## src/rtl/bqc_pkg.sv

```systemverilog
package bqc_pkg;

    localparam int SAMPLE_W = 24;
    localparam int COEF_W   = 20;
    localparam int PROD_W   = SAMPLE_W + COEF_W;
    localparam int ACC_W    = PROD_W + 4;
    localparam int HIST_W   = 4 * SAMPLE_W;
    localparam int CH_W     = 2;
    localparam int SEC_CFG_W = 3;
    localparam int CFG_IDX_W = 3;
    localparam int CFG_DATA_W = 24;
    localparam int TDATA_W  = 32;

    localparam logic signed [SAMPLE_W-1:0] SAMPLE_MAX = 24'sh7fffff;
    localparam logic signed [SAMPLE_W-1:0] SAMPLE_MIN = 24'sh800000;

    // register indexes of the configuration port
    localparam logic [CFG_IDX_W-1:0] REG_B0       = 3'd0;
    localparam logic [CFG_IDX_W-1:0] REG_B1       = 3'd1;
    localparam logic [CFG_IDX_W-1:0] REG_B2       = 3'd2;
    localparam logic [CFG_IDX_W-1:0] REG_A1       = 3'd3;
    localparam logic [CFG_IDX_W-1:0] REG_A2       = 3'd4;
    localparam logic [CFG_IDX_W-1:0] REG_OUT_MIN  = 3'd5;
    localparam logic [CFG_IDX_W-1:0] REG_OUT_MAX  = 3'd6;
    localparam logic [CFG_IDX_W-1:0] REG_SECTIONS = 3'd7;

    // product terms of one section, in issue order
    localparam logic [2:0] TERM_B0 = 3'd0;
    localparam logic [2:0] TERM_B1 = 3'd1;
    localparam logic [2:0] TERM_B2 = 3'd2;
    localparam logic [2:0] TERM_A1 = 3'd3;
    localparam logic [2:0] TERM_A2 = 3'd4;

    typedef struct packed {
        logic signed [COEF_W-1:0]   b0;
        logic signed [COEF_W-1:0]   b1;
        logic signed [COEF_W-1:0]   b2;
        logic signed [COEF_W-1:0]   a1;
        logic signed [COEF_W-1:0]   a2;
        logic signed [SAMPLE_W-1:0] out_min;
        logic signed [SAMPLE_W-1:0] out_max;
    } t_cfg;

    typedef struct packed {
        logic       load;
        logic       rd_en;
        logic       acc_clr;
        logic       mac_en;
        logic [2:0] term;
        logic       wb;
        logic       out_load;
    } t_cmd;

    typedef struct packed {
        logic out_busy;
    } t_sts;

endpackage

```

## src/rtl/bqc_ram.sv

```systemverilog
module bqc_ram #(
    parameter int WIDTH = 96,
    parameter int DEPTH = 16,
    localparam int AW = (DEPTH > 1) ? $clog2(DEPTH) : 1
) (
    input  logic             i_clk,
    input  logic             i_we,
    input  logic [AW-1:0]    i_waddr,
    input  logic [WIDTH-1:0] i_wdata,
    input  logic             i_re,
    input  logic [AW-1:0]    i_raddr,
    output logic [WIDTH-1:0] o_rdata
);

    logic [WIDTH-1:0] r_mem [DEPTH];
    logic [WIDTH-1:0] r_rdata;

    always_ff @(posedge i_clk) begin
        if (i_we) begin
            r_mem[i_waddr] <= i_wdata;
        end
        if (i_re) begin
            r_rdata <= r_mem[i_raddr];
        end
    end

    assign o_rdata = r_rdata;

endmodule

```

## src/rtl/bqc_ctrl.sv

```systemverilog
module bqc_ctrl #(
    parameter int MAX_SECTIONS = 4,
    localparam int SIW = (MAX_SECTIONS > 1) ? $clog2(MAX_SECTIONS) : 1
) (
    input  logic                           i_clk,
    input  logic                           i_rst_n,
    input  logic                           i_in_valid,
    output logic                           o_in_ready,
    input  logic [bqc_pkg::SEC_CFG_W-1:0]  i_sections,
    input  bqc_pkg::t_sts                  i_sts,
    output bqc_pkg::t_cmd                  o_cmd,
    output logic [SIW-1:0]                 o_sect
);

    typedef enum logic [2:0] {
        S_IDLE,
        S_READ,
        S_MAC,
        S_DRAIN,
        S_WB,
        S_OUT
    } t_state;

    t_state         r_state;
    logic [SIW-1:0] r_sect;
    logic [2:0]     r_term;
    logic [4:0]     ns;
    logic           last_sect;
    logic           accept;

    // section count limited to what the history store holds
    assign ns = (5'(i_sections) > 5'(MAX_SECTIONS)) ? 5'(MAX_SECTIONS) : 5'(i_sections);
    assign last_sect = (5'(r_sect) == (ns - 5'd1));
    assign o_in_ready = (r_state == S_IDLE);
    assign accept = i_in_valid && o_in_ready;

    always_ff @(posedge i_clk) begin
        if (!i_rst_n) begin
            r_state <= S_IDLE;
            r_sect  <= '0;
            r_term  <= bqc_pkg::TERM_B0;
        end else begin
            case (r_state)
                S_IDLE: begin
                    r_sect <= '0;
                    if (accept) begin
                        r_state <= (ns == 5'd0) ? S_OUT : S_READ;
                    end
                end
                S_READ: begin
                    r_term  <= bqc_pkg::TERM_B0;
                    r_state <= S_MAC;
                end
                S_MAC: begin
                    if (r_term == bqc_pkg::TERM_A2) begin
                        r_state <= S_DRAIN;
                    end else begin
                        r_term <= r_term + 3'd1;
                    end
                end
                S_DRAIN: begin
                    r_state <= S_WB;
                end
                S_WB: begin
                    if (last_sect) begin
                        r_state <= S_OUT;
                    end else begin
                        r_sect  <= r_sect + 1'b1;
                        r_state <= S_READ;
                    end
                end
                S_OUT: begin
                    if (!i_sts.out_busy) begin
                        r_state <= S_IDLE;
                    end
                end
                default: begin
                    r_state <= S_IDLE;
                end
            endcase
        end
    end

    always_comb begin
        o_cmd          = '0;
        o_cmd.load     = accept;
        o_cmd.rd_en    = (r_state == S_READ);
        o_cmd.acc_clr  = (r_state == S_READ);
        o_cmd.mac_en   = (r_state == S_MAC);
        o_cmd.term     = r_term;
        o_cmd.wb       = (r_state == S_WB);
        o_cmd.out_load = (r_state == S_OUT) && !i_sts.out_busy;
    end

    assign o_sect = r_sect;

endmodule

```

## src/rtl/bqc_datapath.sv

```systemverilog
module bqc_datapath #(
    parameter int CHANNELS = 4,
    parameter int MAX_SECTIONS = 4,
    localparam int SIW = (MAX_SECTIONS > 1) ? $clog2(MAX_SECTIONS) : 1
) (
    input  logic                            i_clk,
    input  logic                            i_rst_n,
    input  bqc_pkg::t_cfg                   i_cfg,
    input  bqc_pkg::t_cmd                   i_cmd,
    input  logic [SIW-1:0]                  i_sect,
    output bqc_pkg::t_sts                   o_sts,
    input  logic [bqc_pkg::CH_W-1:0]        i_channel,
    input  logic signed [bqc_pkg::SAMPLE_W-1:0] i_sample,
    output logic                            o_valid,
    input  logic                            i_ready,
    output logic [bqc_pkg::CH_W-1:0]        o_channel,
    output logic signed [bqc_pkg::SAMPLE_W-1:0] o_sample
);

    localparam int SW    = bqc_pkg::SAMPLE_W;
    localparam int DEPTH = CHANNELS * MAX_SECTIONS;
    localparam int AW    = (DEPTH > 1) ? $clog2(DEPTH) : 1;
    localparam int CW    = (CHANNELS > 1) ? $clog2(CHANNELS) : 1;

    // channel number folded onto the channels that have history
    function automatic logic [CW-1:0] ch_fold(input logic [bqc_pkg::CH_W-1:0] c);
        logic [4:0] v;
        v = 5'(c);
        for (int i = 0; i < 3; i++) begin
            if (v >= 5'(CHANNELS)) begin
                v = v - 5'(CHANNELS);
            end
        end
        return v[CW-1:0];
    endfunction

    logic [bqc_pkg::CH_W-1:0]           r_ch_in;
    logic [8:0]                         r_base;
    logic signed [SW-1:0]               r_x;
    logic [DEPTH-1:0]                   r_hvalid;
    logic                               r_rd_valid;
    logic signed [bqc_pkg::PROD_W-1:0]  r_prod;
    logic                               r_prod_vld;
    logic                               r_prod_neg;
    logic signed [bqc_pkg::ACC_W-1:0]   r_acc;
    logic                               r_ovalid;
    logic [bqc_pkg::CH_W-1:0]           r_och;
    logic signed [SW-1:0]               r_osample;

    logic [8:0]                         addr_full;
    logic [AW-1:0]                      addr;
    logic [bqc_pkg::HIST_W-1:0]         rdata;
    logic [bqc_pkg::HIST_W-1:0]         hist;
    logic [bqc_pkg::HIST_W-1:0]         wdata;
    logic signed [SW-1:0]               h_x1, h_x2, h_y1;
    logic signed [SW-1:0]               h_y2;
    logic signed [bqc_pkg::COEF_W-1:0]  coef;
    logic signed [SW-1:0]               opnd;
    logic signed [bqc_pkg::ACC_W-1:0]   rnd;
    logic signed [bqc_pkg::ACC_W-17:0]  q;
    logic signed [SW-1:0]               y_sat;
    logic signed [SW-1:0]               clipped;

    assign addr_full = r_base + 9'(i_sect);
    assign addr      = addr_full[AW-1:0];

    bqc_ram #(
        .WIDTH (bqc_pkg::HIST_W),
        .DEPTH (DEPTH)
    ) u_hist (
        .i_clk   (i_clk),
        .i_we    (i_cmd.wb),
        .i_waddr (addr),
        .i_wdata (wdata),
        .i_re    (i_cmd.rd_en),
        .i_raddr (addr),
        .o_rdata (rdata)
    );

    // never-written entries read as zero history
    assign hist = r_rd_valid ? rdata : '0;
    assign h_x1 = hist[SW-1:0];
    assign h_x2 = hist[2*SW-1:SW];
    assign h_y1 = hist[3*SW-1:2*SW];
    assign h_y2 = hist[4*SW-1:3*SW];

    always_comb begin
        case (i_cmd.term)
            bqc_pkg::TERM_B0: begin coef = i_cfg.b0; opnd = r_x;  end
            bqc_pkg::TERM_B1: begin coef = i_cfg.b1; opnd = h_x1; end
            bqc_pkg::TERM_B2: begin coef = i_cfg.b2; opnd = h_x2; end
            bqc_pkg::TERM_A1: begin coef = i_cfg.a1; opnd = h_y1; end
            bqc_pkg::TERM_A2: begin coef = i_cfg.a2; opnd = h_y2; end
            default:          begin coef = '0;       opnd = '0;   end
        endcase
    end

    // round half up to Q15.8, then saturate
    assign rnd = r_acc + bqc_pkg::ACC_W'(32768);
    assign q   = rnd[bqc_pkg::ACC_W-1:16];

    always_comb begin
        if (q > (bqc_pkg::ACC_W-16)'(bqc_pkg::SAMPLE_MAX)) begin
            y_sat = bqc_pkg::SAMPLE_MAX;
        end else if (q < (bqc_pkg::ACC_W-16)'(bqc_pkg::SAMPLE_MIN)) begin
            y_sat = bqc_pkg::SAMPLE_MIN;
        end else begin
            y_sat = q[SW-1:0];
        end
    end

    assign wdata = {h_y1, y_sat, h_x1, r_x};

    // with inverted limits, samples below out_min give out_min and all others give out_max
    always_comb begin
        if (r_x < i_cfg.out_min) begin
            clipped = i_cfg.out_min;
        end else if (r_x > i_cfg.out_max) begin
            clipped = i_cfg.out_max;
        end else begin
            clipped = r_x;
        end
    end

    always_ff @(posedge i_clk) begin
        if (i_cmd.load) begin
            r_ch_in <= i_channel;
            r_base  <= 9'(ch_fold(i_channel)) * 9'(MAX_SECTIONS);
            r_x     <= i_sample;
        end else if (i_cmd.wb) begin
            r_x <= y_sat;
        end
        if (i_cmd.rd_en) begin
            r_rd_valid <= r_hvalid[addr];
        end
        if (i_cmd.mac_en) begin
            r_prod     <= coef * opnd;
            r_prod_neg <= (i_cmd.term == bqc_pkg::TERM_A1) ||
                          (i_cmd.term == bqc_pkg::TERM_A2);
        end
        if (i_cmd.acc_clr) begin
            r_acc <= '0;
        end else if (r_prod_vld) begin
            if (r_prod_neg) begin
                r_acc <= r_acc - bqc_pkg::ACC_W'(r_prod);
            end else begin
                r_acc <= r_acc + bqc_pkg::ACC_W'(r_prod);
            end
        end
        if (i_cmd.out_load) begin
            r_och     <= r_ch_in;
            r_osample <= clipped;
        end
    end

    always_ff @(posedge i_clk) begin
        if (!i_rst_n) begin
            r_hvalid   <= '0;
            r_prod_vld <= 1'b0;
            r_ovalid   <= 1'b0;
        end else begin
            r_prod_vld <= i_cmd.mac_en;
            if (i_cmd.wb) begin
                r_hvalid[addr] <= 1'b1;
            end
            if (i_cmd.out_load) begin
                r_ovalid <= 1'b1;
            end else if (i_ready) begin
                r_ovalid <= 1'b0;
            end
        end
    end

    assign o_sts.out_busy = r_ovalid && !i_ready;
    assign o_valid   = r_ovalid;
    assign o_channel = r_och;
    assign o_sample  = r_osample;

endmodule

```

## src/rtl/biquad_cascade_filter_unit.sv

```systemverilog
// Multi-channel cascaded biquad filter, direct form I, fixed point.
// Input stream (s_axis_*): one beat carries a channel number and a Q15.8
// sample. Output stream (m_axis_*): one beat per input beat, in order, with
// the same channel number and the filtered sample clipped to out_min/out_max.
// Configuration channel (i_cfg_*): index 0..7 selects b0, b1, b2, a1, a2,
// out_min, out_max, sections_in_use; always ready, write only while idle.
// Timing: a sample is taken only when the filter is idle, so the next sample is
// not accepted before the last one is through. Each section runs on the single
// shared multiply-accumulate unit as history read, five products, pipeline
// drain, round and write back.
// The result sits in an output register: the next sample is accepted while it
// waits, and a stalled receiver only holds the filter once the next result is
// ready to be loaded.
// Reset sets the coefficients and limits to their defaults and marks all
// filter history as zero at once; no clearing pass is needed.
module biquad_cascade_filter_unit #(
    parameter int CHANNELS = 4,
    parameter int MAX_SECTIONS = 4
) (
    input  logic                              i_clk,
    input  logic                              i_rst_n,
    input  logic                              s_axis_tvalid,
    output logic                              s_axis_tready,
    // [1:0] channel, [25:2] sample_in, [31:26] zero
    input  logic [bqc_pkg::TDATA_W-1:0]       s_axis_tdata,
    output logic                              m_axis_tvalid,
    input  logic                              m_axis_tready,
    // [1:0] channel_out, [25:2] sample_out, [31:26] zero
    output logic [bqc_pkg::TDATA_W-1:0]       m_axis_tdata,
    input  logic                              i_cfg_valid,
    output logic                              o_cfg_ready,
    input  logic [bqc_pkg::CFG_IDX_W-1:0]     i_cfg_index,
    input  logic [bqc_pkg::CFG_DATA_W-1:0]    i_cfg_data
);

    localparam int SIW = (MAX_SECTIONS > 1) ? $clog2(MAX_SECTIONS) : 1;
    localparam int CH_W = bqc_pkg::CH_W;
    localparam int SW = bqc_pkg::SAMPLE_W;

    bqc_pkg::t_cfg                 r_cfg;
    logic [bqc_pkg::SEC_CFG_W-1:0] r_sections;
    bqc_pkg::t_cmd                 cmd;
    bqc_pkg::t_sts                 sts;
    logic [SIW-1:0]                sect;
    logic [CH_W-1:0]               out_ch;
    logic signed [SW-1:0]          out_sample;
    logic                          cfg_we;

    assign o_cfg_ready = 1'b1;
    assign cfg_we = i_cfg_valid && o_cfg_ready;

    always_ff @(posedge i_clk) begin
        if (!i_rst_n) begin
            r_cfg.b0      <= 20'sd10923;
            r_cfg.b1      <= 20'sd10923;
            r_cfg.b2      <= '0;
            r_cfg.a1      <= -20'sd43691;
            r_cfg.a2      <= '0;
            r_cfg.out_min <= -24'sd46080;
            r_cfg.out_max <= 24'sd46080;
            r_sections    <= 3'd1;
        end else if (cfg_we) begin
            case (i_cfg_index)
                bqc_pkg::REG_B0:       r_cfg.b0 <= i_cfg_data[bqc_pkg::COEF_W-1:0];
                bqc_pkg::REG_B1:       r_cfg.b1 <= i_cfg_data[bqc_pkg::COEF_W-1:0];
                bqc_pkg::REG_B2:       r_cfg.b2 <= i_cfg_data[bqc_pkg::COEF_W-1:0];
                bqc_pkg::REG_A1:       r_cfg.a1 <= i_cfg_data[bqc_pkg::COEF_W-1:0];
                bqc_pkg::REG_A2:       r_cfg.a2 <= i_cfg_data[bqc_pkg::COEF_W-1:0];
                bqc_pkg::REG_OUT_MIN:  r_cfg.out_min <= i_cfg_data[SW-1:0];
                bqc_pkg::REG_OUT_MAX:  r_cfg.out_max <= i_cfg_data[SW-1:0];
                bqc_pkg::REG_SECTIONS: r_sections <= i_cfg_data[bqc_pkg::SEC_CFG_W-1:0];
                default: ;
            endcase
        end
    end

    bqc_ctrl #(
        .MAX_SECTIONS (MAX_SECTIONS)
    ) u_ctrl (
        .i_clk      (i_clk),
        .i_rst_n    (i_rst_n),
        .i_in_valid (s_axis_tvalid),
        .o_in_ready (s_axis_tready),
        .i_sections (r_sections),
        .i_sts      (sts),
        .o_cmd      (cmd),
        .o_sect     (sect)
    );

    bqc_datapath #(
        .CHANNELS     (CHANNELS),
        .MAX_SECTIONS (MAX_SECTIONS)
    ) u_dp (
        .i_clk     (i_clk),
        .i_rst_n   (i_rst_n),
        .i_cfg     (r_cfg),
        .i_cmd     (cmd),
        .i_sect    (sect),
        .o_sts     (sts),
        .i_channel (s_axis_tdata[CH_W-1:0]),
        .i_sample  (s_axis_tdata[CH_W+SW-1:CH_W]),
        .o_valid   (m_axis_tvalid),
        .i_ready   (m_axis_tready),
        .o_channel (out_ch),
        .o_sample  (out_sample)
    );

    assign m_axis_tdata = {(bqc_pkg::TDATA_W-CH_W-SW)'(0), out_sample, out_ch};

endmodule
```

## config.mk

```make
export PLATFORM = sky130hd
export DESIGN_NAME = biquad_cascade_filter_unit
export DESIGN_NICKNAME = d
export VERILOG_FILES = /design/src/rtl/bqc_pkg.sv /design/src/rtl/bqc_ram.sv /design/src/rtl/bqc_ctrl.sv /design/src/rtl/bqc_datapath.sv /design/src/rtl/biquad_cascade_filter_unit.sv
export SDC_FILE = /design/constraint.sdc
export NUM_CORES = 2
export LEC_CHECK = 0
export BUFFER_PORTS_ARGS = -buffer_cell sky130_fd_sc_hd__buf_2
export CAP_MARGIN = 25
export CORE_MARGIN = 1
export CORE_UTILIZATION = 45
export DETAILED_ROUTE_END_ITERATION = 16
export GPL_TIMING_DRIVEN = 0
export PLACE_DENSITY = 0.62
export RECOVER_POWER = 25
export SYNTH_ARGS = -nofsm -noshare
export SYNTH_HDL_FRONTEND = slang
export SYNTH_SLANG_ARGS = --single-unit
export TNS_END_PERCENT = 100
```

## constraint.sdc

```tcl
create_clock -name i_clk -period 9.1 [get_ports i_clk]
set_clock_uncertainty 0.2 [all_clocks]
set_input_delay 1.82 -clock i_clk [delete_from_list [all_inputs] [get_ports i_clk]]
set_output_delay 1.82 -clock i_clk [all_outputs]
set_load 0.03 [all_outputs]
```

==> results by group <==
Outcome
  – Status: complete, but fails checks
  – Failing checks: capacitance limit, slew limit

Routing
  – WL per Instance: 30.4 microns
  – Remaining antenna violation count: 0
  – Vias per cell: 5.92
  – DRT Pass-1 Iters: 6
  – Initial DRC count: 7,436
  – Via count: 59,300
  – Drt drc: 0
  – Drt total wl: slightly above 300,000 microns

Cells and area
  – Layout cells sized above 1: 20.3%
  – Final Non-Filler Cells: 10,000
  – P&R area growth vs syn: 15.8%
  – Fillcell total: 17,500
  – Design Area, Final: 113,000 sq um
  – Nets: slightly below 8,000

Placement
  – Hpwl dp: 215,000 microns
  – RD Place Congestion: 0.960
  – Cells after DPL: 9,548
  – Port Buffers: 79
  – Post-placement cell area: between 100,000 and 150,000 sq um

Setup path
  – RR Startpoint: u_ctrl.r_term[0]
  – CP Max Fanout: 10
  – Slowest CP cell: fa_1
  – Critical path's most frequent cell: fa_1
  – FF-to-FF setup slack: 160 ps
  – Crit path capture: u_dp.r_prod[43]
  – CP Class: reg -> reg
  – Worst r2r dst: u_dp.r_prod[43]
  – WP data arrival: 9320 ps
  – Critical Path Source: u_ctrl.r_term[0]
  – Critical path's largest stage delay: approximately 580 ps
  – Critical path capture point type: flip-flop
  – Startpoint Class: flip-flop
  – Worst R2R Path Depth: 32
  – Worst Path Required: around 9500 ps

Yosys
  – Synth async-reset ratio: 0%
  – Mapped Area: 97,200 sq um
  – EDFF count, synth: around 1,700
  – Top cells by count, synth: edfxtp_1 (1,730), inv_1 (685), nand2_1 (659), fa_1 (493), mux4_2 (485)
  – Synth Register Bits: 1,955
  – Distinct cells, synth: 89
  – Syn Inst Count: between 6,000 and 7,000
  – Yosys top cell area share: 53.4%
  – Synth Flop Type: edfxtp_1
  – Dominant cell type by area after synthesis: edfxtp_1
  – Most common cell in the netlist: edfxtp_1
  – Post-synthesis sequential area ratio: 58.1%
  – Yosys warns: 0
  – Syn avg cell area: approximately 15 sq um
  – Largest cells by area after synthesis: edfxtp_1 (53%), mux4_2 (11%), fa_1 (10%)

Floorplanning
  – CORE AREA: 215,000 sq um
  – # rows: 170
  – Die Footprint: 218,000 sq um
  – Die height: 467 microns
  – Top-level I/O count: 99
  – Initial Util: between 40 and 50%
  – Die width: 467 microns

Clocking
  – # clock sinks: 1,955
  – CTS H-Tree Depth: 4
  – CTS clk-pin slew, worst paths: 70 ps
  – Max Buffers Root-to-Sink: 3
  – Worst-Skew Late Latency: 870 ps
  – CTS tree: built
  – Root buf cell: clkbuf_16
  – Total CTS buffers: 190

Global route
  – Vias in the first global route: 59,000
  – Total gr overflow: 0
  – Largest net degree at the start of global routing: 45
  – First-pass GRT wire length: between 400,000 and 500,000 microns
  – Total track usage: 27.9%
  – Initial antenna violation count: 14

STA
  – Fin. max-slew vios: 322
  – Slew HR: -167%
  – Fmax: 112 MHz
  – Part of the cycle the worst path needs: 98.2%
  – Final setup viols: 0
  – Worst Max-Slew Pin Slew: roughly 4000 ps
  – Worst hold slack: 265 ps
  – Min cycle time layout: 8940 ps
  – Final Hold Viols: 0

Flow run
  – Max_cap viols: 11

Worst hold path
  – Hold Path Class: reg -> reg
metal layers:
layer  wire (microns)  vias up  global-route usage, %
li1                 -    24600                      -
met1           119000    31300                   37.8
met2           142000     2830                   44.2
met3            27500      549                   4.94
met4            16000        6                   12.4
met5               39        -                      0
stage by stage:
step | util [%] | setup WS (ps) | TNS [ps]
floorplan | - | 160 | 0
global placement | 47.1 | -3840 | -149530
detailed placement | 48.5 | -2930 | -72670
CTS | 52.1 | 2.58 | 0
global route | 52.4 | -51.4 | -81.6
finish | 52.4 | 163 | 0
layout by cell type, fill, tap and decap left out, drive strengths merged, types with 111 or more instances in the layout:
cell,synthesis,final
edfxtp,1730,1730
inv,685,683
nand2,660,661
fa,493,493
mux4,485,485
clkbuf,246,466
buf,67,405
nor2,339,339
dfxtp,225,225
ha,224,224
a21oi,131,131
xnor2,113,113
a21boi,111,111
worst min path at each step:
stage / slack (ps) / depth (start not counted) / startpoint / to
after global routing: 280 / 2 / r_cfg[146] / r_cfg[146]
after CTS: 260 / 2 / r_cfg[59] / r_cfg[59]
after floorplan: 240 / 1 / u_dp.r_hvalid[10] / u_dp.r_hvalid[10]
final: 260 / 2 / r_cfg[29] / r_cfg[29]
after global placement: 240 / 1 / u_dp.r_hvalid[10] / u_dp.r_hvalid[10]
after detailed placement: 250 / 1 / u_dp.r_hvalid[10] / u_dp.r_hvalid[10]
critical path, delay by kind of cell (launching register included):
family	cells	cell delay [ps]
XOR/XNOR	1	80
buffers and inverters	8	950
adder cells (fa/ha/maj)	9	4190
AND/OR/NAND/NOR	5	940
flip-flops	1	370
AO/OA/AOI/OAI	9	1900
kinds of logic (layout without fill, tap and decap cells):
logic type,Yosys count,in the layout,synth area share (%)
adders and majority gates,717,717,13.0
other,2,14,0.00773
and+or+nand+nor,1368,1369,6.20
muxes,593,593,12.4
AOI/OAI and AO/OA,692,692,4.97
buffers and inverters,998,1677,3.90
xor gates and xnor gates,157,157,1.41
DFF,1955,1955,58.1
state kept, by name (all words and copies together) (netlist names):
| signal | flops |
|---|---|
| u_ctrl.r_state | 3 |
| u_dp.r_ch_in | 2 |
| u_dp.r_rd_valid | 1 |
| u_dp.r_prod_neg | 1 |
| r_cfg | 148 |
| u_dp.r_acc | 48 |
| u_dp.u_hist.o_rdata | 96 |
| r_sections | 3 |
| u_dp.r_x | 24 |
| u_dp.o_channel | 2 |
| u_dp.r_prod | 44 |
| u_dp.r_prod_vld | 1 |
| u_dp.u_hist.r_mem | 1536 |
| u_dp.r_hvalid | 16 |
| u_dp.o_sample | 24 |
| u_ctrl.r_term | 3 |
| u_ctrl.o_sect | 2 |
| u_dp.o_valid | 1 |
repair_timing:
action                                  CTS  global route
hold buffers                              0             0
cloned                                    0             3
resized for setup                       290           127
endpoints found under the setup margin   37             8
pin swaps                                38            58
buffers inserted                         58            57
layout make-up:
class,count,area (sq um),area share [%]
clock inverters,121,1380,1.23
clock buffers,235,5070,4.50
flip-flops and latches,1955,56500,50.2
inverters,685,2590,2.30
well taps,2838,3550,3.15
multi-input cells,3535,38000,33.8
plain buffers,292,1540,1.37
repair buffers,344,3960,3.52
diodes,7,17.5,0.0156
Power is not shown: default switching activity piles up to over one toggle a cycle in this logic, so the estimate is an artifact.
